--- src/hw/rtl/dentsort_pkg.sv ---
package dentsort_pkg;

   localparam int WORD_BITS = 64;
   localparam int WORD_BYTES = 8;
   localparam int POS_W = 6;

   typedef enum logic [0:0] {
      CMD_LOAD = 1'b0,
      CMD_SORT = 1'b1
   } cmd_type;

   // result of comparing one 8-byte slice of two names
   typedef struct packed {
      logic decided;   // a differing byte or a terminating zero was found
      logic after;     // name a sorts after name b
   } cmp_result_type;

endpackage

--- src/hw/rtl/dentsort_cmp_unit.sv ---
module dentsort_cmp_unit (
   input  logic [dentsort_pkg::WORD_BITS-1:0] word_a,
   input  logic [dentsort_pkg::WORD_BITS-1:0] word_b,
   output dentsort_pkg::cmp_result_type       result
);

   // byte 0 sits in the top bits; first differing or zero byte decides
   always_comb begin
      logic [7:0] xa;
      logic [7:0] xb;
      result = '0;
      for (int k = 0; k < dentsort_pkg::WORD_BYTES; k++) begin
         xa = word_a[dentsort_pkg::WORD_BITS-1-8*k -: 8];
         xb = word_b[dentsort_pkg::WORD_BITS-1-8*k -: 8];
         if (!result.decided) begin
            if (xa != xb) begin
               result.decided = 1'b1;
               result.after = (xa > xb);
            end else if (xa == 8'd0) begin
               result.decided = 1'b1;
               result.after = 1'b0;
            end
         end
      end
   end

endmodule

--- config.mk ---
export PLATFORM = sky130hd
export DESIGN_NAME = dentsort_cmp_unit
export DESIGN_NICKNAME = d
export VERILOG_FILES = /design/src/hw/rtl/dentsort_pkg.sv /design/src/hw/rtl/dentsort_cmp_unit.sv
export SDC_FILE = /design/constraint.sdc
export NUM_CORES = 1
export LEC_CHECK = 0
export BUFFER_PORTS_ARGS = -buffer_cell sky130_fd_sc_hd__buf_4
export CORE_ASPECT_RATIO = 0.7
export CORE_UTILIZATION = 25
export DETAILED_ROUTE_END_ITERATION = 16
export PLACE_DENSITY = 0.5
export SYNTH_ARGS = -nofsm -noshare
export SYNTH_HDL_FRONTEND = slang
export SYNTH_SLANG_ARGS = --single-unit
--- constraint.sdc ---
create_clock -name vclk -period 1.96
set_clock_uncertainty 0.05 [all_clocks]
set_input_delay 0.196 -clock vclk [all_inputs]
set_output_delay 0.196 -clock vclk [all_outputs]
set_load 0.05 [all_outputs]
==> results of run 1 <==
[final cells by class]
| cell class | instances | area, um2 | area share |
|---|---|---|---|
| tap | 94 | 118 | 0.0329 |
| inverter | 64 | 248 | 0.0693 |
| multi-input combinational | 190 | 1860 | 0.521 |
| timing repair buffer | 172 | 1350 | 0.377 |
[worst max-delay path, stage by stage]
cell	delay, ns
buf_4	0.10
inv_1	0.09
ha_4	0.23
buf_4	0.14
a21oi_1	0.15
nand2_1	0.07
a21o_1	0.17
o22ai_1	0.16
nand4_1	0.16
a22oi_2	0.20
o21ai_4	0.07
buf_8	0.16
[timing repair]
action / in CTS / in global routing
endpoints found under the setup margin: 2 / 2
setup buffers: 5 / 2
gates resized for setup: 32 / 13
pin swaps: 17 / 8
[logic make-up after synthesis]
| family | Yosys count | synth area share |
|---|---|---|
| AO/OA/AOI/OAI | 56 | 0.204 |
| adder cells (fa/ha/maj) | 64 | 0.441 |
| buffers and inverters | 64 | 0.132 |
| AND/OR/NAND/NOR | 70 | 0.223 |
[cells in the final DEF (no fill, tap or decap), types with 2 or more instances in the layout]
cell	instances
a21o_1	12
a21oi_1	22
buf_4	159
buf_6	11
buf_8	2
ha_1	45
ha_4	19
inv_1	48
inv_2	13
inv_4	3
nand2_1	9
nand2b_1	3
nand3_1	5
nand4_1	18
nor2_1	5
nor2b_1	6
nor3_2	2
nor4_1	13
o211ai_1	6
o21ai_0	5
or4_1	2
[cell usage after synthesis, types with 2 or more instances]
cell | count | area share
nand2_1 | 10 | 0.021
o21ai_0 | 5 | 0.014
nand2b_1 | 3 | 0.010
nor2b_1 | 6 | 0.021
o211ai_1 | 6 | 0.025
a211oi_1 | 2 | 0.0083
nor4_1 | 13 | 0.045
inv_1 | 64 | 0.13
or4_1 | 2 | 0.0083
a21oi_1 | 22 | 0.061
nand3_1 | 5 | 0.014
nor3_1 | 2 | 0.0055
a21o_1 | 12 | 0.050
ha_1 | 64 | 0.44
nand4_1 | 18 | 0.062
nor2_1 | 6 | 0.012
[path summary, 6_finish.rpt]
kind / from / to / slack, ns / cells after the start
max: word_b[30] / result[0] / -0.19 / 12
min: word_a[7] / result[1] / 0.80 / 5
[metal layers]
metal,GRT usage,wire length [um],vias to the layer above
li1,-,-,1269
met1,0.250,3430,1009
met2,0.253,2510,68
met3,0.0284,419,0
met4,0,0,0
met5,0,0,-
[where the power goes]
| group | total [W] | internal (W) | switching, W |
|---|---|---|---|
| Sequential | 0 | 0 | 0 |
| Clock | 0 | 0 | 0 |
| Combinational | 0.000701 | 0.000418 | 0.000283 |
[per-stage QoR]
| step | area, um2 | hold slack, ns |
|---|---|---|
| 2_1_floorplan | 1920 | 0.807 |
| 3_3_place_gp | 3280 | 0.817 |
| 5_1_grt | 3580 | 0.841 |
| 3_5_place_dp | 3280 | 0.818 |
| 4_1_cts | 3500 | 0.811 |
| 6_report | 3580 | 0.804 |
==> out/qor.yml, run 1 <==
nClkBuffers: 0
port_buffers: 130
routed_wl_um: 6360
period_minus_slack_ns: 2.15
crit_path_max_fanout: 2
grt_setup_unrepaired: "yes"
flops_and_latches: 0
num_rows: 25
place_congestion: 0.754
drc: 0
setup_viol: 2
hpwlAfterDp_um: 5630
drtAntennaViolNets: 0
synth_cells: 254
drive_gt1_frac: 0.516
grt_pass1_wl_um: 10500
drt_iter0_drc: 51
arrival_ns: 1.90
track_usage: 0.164
holdBufCountCts: 0
hp-class: "input port to output port"
start_util: 0.264
die-width_um: 104
ios: 130
peakVddDrop_v: 0.0000865
crit_type: "input port to output port"
antenna_found_initial: 0
num_vias: 2346
powerDensity_mw_per_mm2: 196
cp-start-kind: "input port"
vias_per_cell: 4.51
seq_area_um2: 0
grt_pass1_vias: 2328
syn_to_final_growth_pct: 97.0
fin_util: 0.520
core_area_mm2: 0.00688
syn_avg_cell_area_um2: 7.15
worstPathRequired_ns: 1.71
slew-limit-headroom: 0.623
violations: "negative setup slack"
netlist-cell-type-count: 30
fin_tns_setup_ns: -0.198
maxCapViolCount: 0
fmax_mhz: 465
end_kind: "output port"
total_power_w: 0.000701
fin_crit_sh: 1.10
syn-cell-area_mm2: 0.00182
leakage_nw: 1.88
fillers: 679
die_y_um: 73.3
grt_overflow: 0
n_antenna_cell: 0
fin_cells: 520
dp_cells: 514
hold_violations: 0
first_pass_iters: 4
avgRoutedWirePerCell_um: 12.2
grt_max_degree: 4
tightest_slew_ns: 0.560
num-nets-final: 620
status: "finished, violations left"
pre_cts_slack_ns: -0.383
slew_violations: 0
yosysWarnings: 0
fin_ws_ns: -0.189
syn_nets: 446
die-area_mm2: 0.00761
synth_seq_area_share: 0
No activity file was read; power rests on OpenSTA's default activity.
==> run 2, diff against run 1 <==
clock period = 2.58 ns   (was 1.96 ns; I/O delays follow)
==> run 2 against run 1 <==
The run now ends clean. First-iteration DRC count shrank 51%. Die area is the same. Routed wire length down 13%. Clock-buffer cell count did not move. Critical path type unchanged.
==> out/qor.yml, run 2 (same netlist as run 1, synthesis figures left out) <==
startpoint: "word_a[62]"
die_y_um: 73.3  # unchanged
hpwlAfterDp_um: 5300  # -5.9%
num_vias: 2120  # -9.6%
hold_violations: 0  # unchanged
holdBufCountCts: 0  # unchanged
drt_iter0_drc: 25  # -51%
powerDensity_mw_per_mm2: 140  # -29%
slew-limit-headroom: 0.751  # +0.127
nClkBuffers: 0  # unchanged
track_usage: 0.136  # -0.0287
drtAntennaViolNets: 0  # unchanged
die-area_mm2: 0.00761  # unchanged
n_antenna_cell: 0  # unchanged
grt_setup_unrepaired: "no"
cp-start-kind: "input port"
setup_viol: 0  # -2
num_rows: 25  # unchanged
worst_hold_slack_ns: 0.925  # +0.122 ns
port_buffers: 130  # unchanged
postCtsResizedCells: 0  # -100%
fmax_mhz: 416
period_minus_slack_ns: 2.40
drc: 0  # unchanged
grt_pass1_wl_um: 8710  # -17%
hp-class: "input port to output port"
place_congestion: 0.766  # +1.6%
core_area_mm2: 0.00688  # unchanged
crit_path_end: "result[1]"
arrival_ns: 2.09  # +0.19 ns
crit_path_max_fanout: 2  # unchanged
ios: 130  # unchanged
seq_area_um2: 0  # unchanged
slowest_delay_ns: 0.29  # +0.06 ns
num-nets-final: 578  # -6.8%
crit_type: "input port to output port"
end_kind: "output port"
worstPathRequired_ns: 2.27  # +0.56 ns
fin_crit_sh: 0.931
peakVddDrop_v: 0.0000594  # -31%
final_common_cell: "buf_4"
worst_path_max_delay_cell: "ha_1"
maxCapViolCount: 0  # unchanged
grt_pass1_vias: 1982  # -15%
vias_per_cell: 4.44  # -1.7%
multiInputGateArea_mm2: 0.00158  # -15%
start_util: 0.264  # unchanged
final_area_mm2: 0.00291  # -19%
postCtsSetupRepairBufs: 0  # -5
slew_violations: 0  # unchanged
cpMostUsedCell: "nand4_1"
grt_max_degree: 4  # unchanged
fillers: 746  # +9.9%
tightest_slew_ns: 0.365  # -0.195 ns
syn_to_final_growth_pct: 60.2
avgRoutedWirePerCell_um: 11.5  # -5.8%
routed_wl_um: 5510  # -13%
leakage_nw: 1.68  # -11%
path_cells: "buf_4 -> ha_1 -> nand4_1 -> or2_1 -> nor3_1 -> nand4_1 -> nor3_1 -> nand4_1 -> buf_4"
status: "finished clean"
die-width_um: 104  # unchanged
antenna_found_initial: 0  # unchanged
drive_gt1_frac: 0.357  # -0.160
first_pass_iters: 5  # +1
place_area_mm2: 0.00291  # -11%
flops_and_latches: 0  # unchanged
fin_tns_setup_ns: 0  # +0.198 ns
grt_overflow: 0  # unchanged
mostFrequentLayoutCells: "130 x buf_4, 64 x inv_1, 64 x ha_1"
-- run 2: per-stage QoR --
step,utilization,setup WS [ns],total power [W],cells
2_1_floorplan,-,0.337,0.000194,254
3_3_place_gp,0.423,0.223,0.000410,478
3_5_place_dp,0.423,0.159,0.000409,478
4_1_cts,0.423,0.152,0.000411,478
5_1_grt,0.423,0.0231,0.000459,478
6_report,0.423,0.179,0.000407,478
-- run 2: cell type report --
type	instances	share of cell area
Inverter	64	0.0826
Multi-Input combinational cell	190	0.542
Tap cell	94	0.0404
Timing Repair Buffer	130	0.335
-- run 2: worst min-delay path by stage --
stage	start	end	cells past startpoint
after detailed placement	word_a[7]	result[1]	5
after floorplan	word_a[63]	result[0]	5
after CTS	word_a[7]	result[1]	5
after global placement	word_a[7]	result[1]	5
final	word_a[7]	result[1]	5
after global routing	word_a[3]	result[1]	5
-- run 2: report_power, final --
| part | internal [W] | switching, W |
|---|---|---|
| registers | 0 | 0 |
| clock network | 0 | 0 |
| logic | 0.000234 | 0.000173 |
-- run 2: routing by layer --
layer | part of all wire | GRT usage
met4 | 0 | 0
met3 | 0.053 | 0.0124
met2 | 0.39 | 0.205
met1 | 0.55 | 0.215
met5 | 0 | 0
-- run 2: critical path: cells and delay by family --
| kind | cells | cell delay (ns) |
|---|---|---|
| buf+inv | 2 | 0.32 |
| fa+ha+maj | 1 | 0.29 |
| simple gates | 6 | 1.22 |
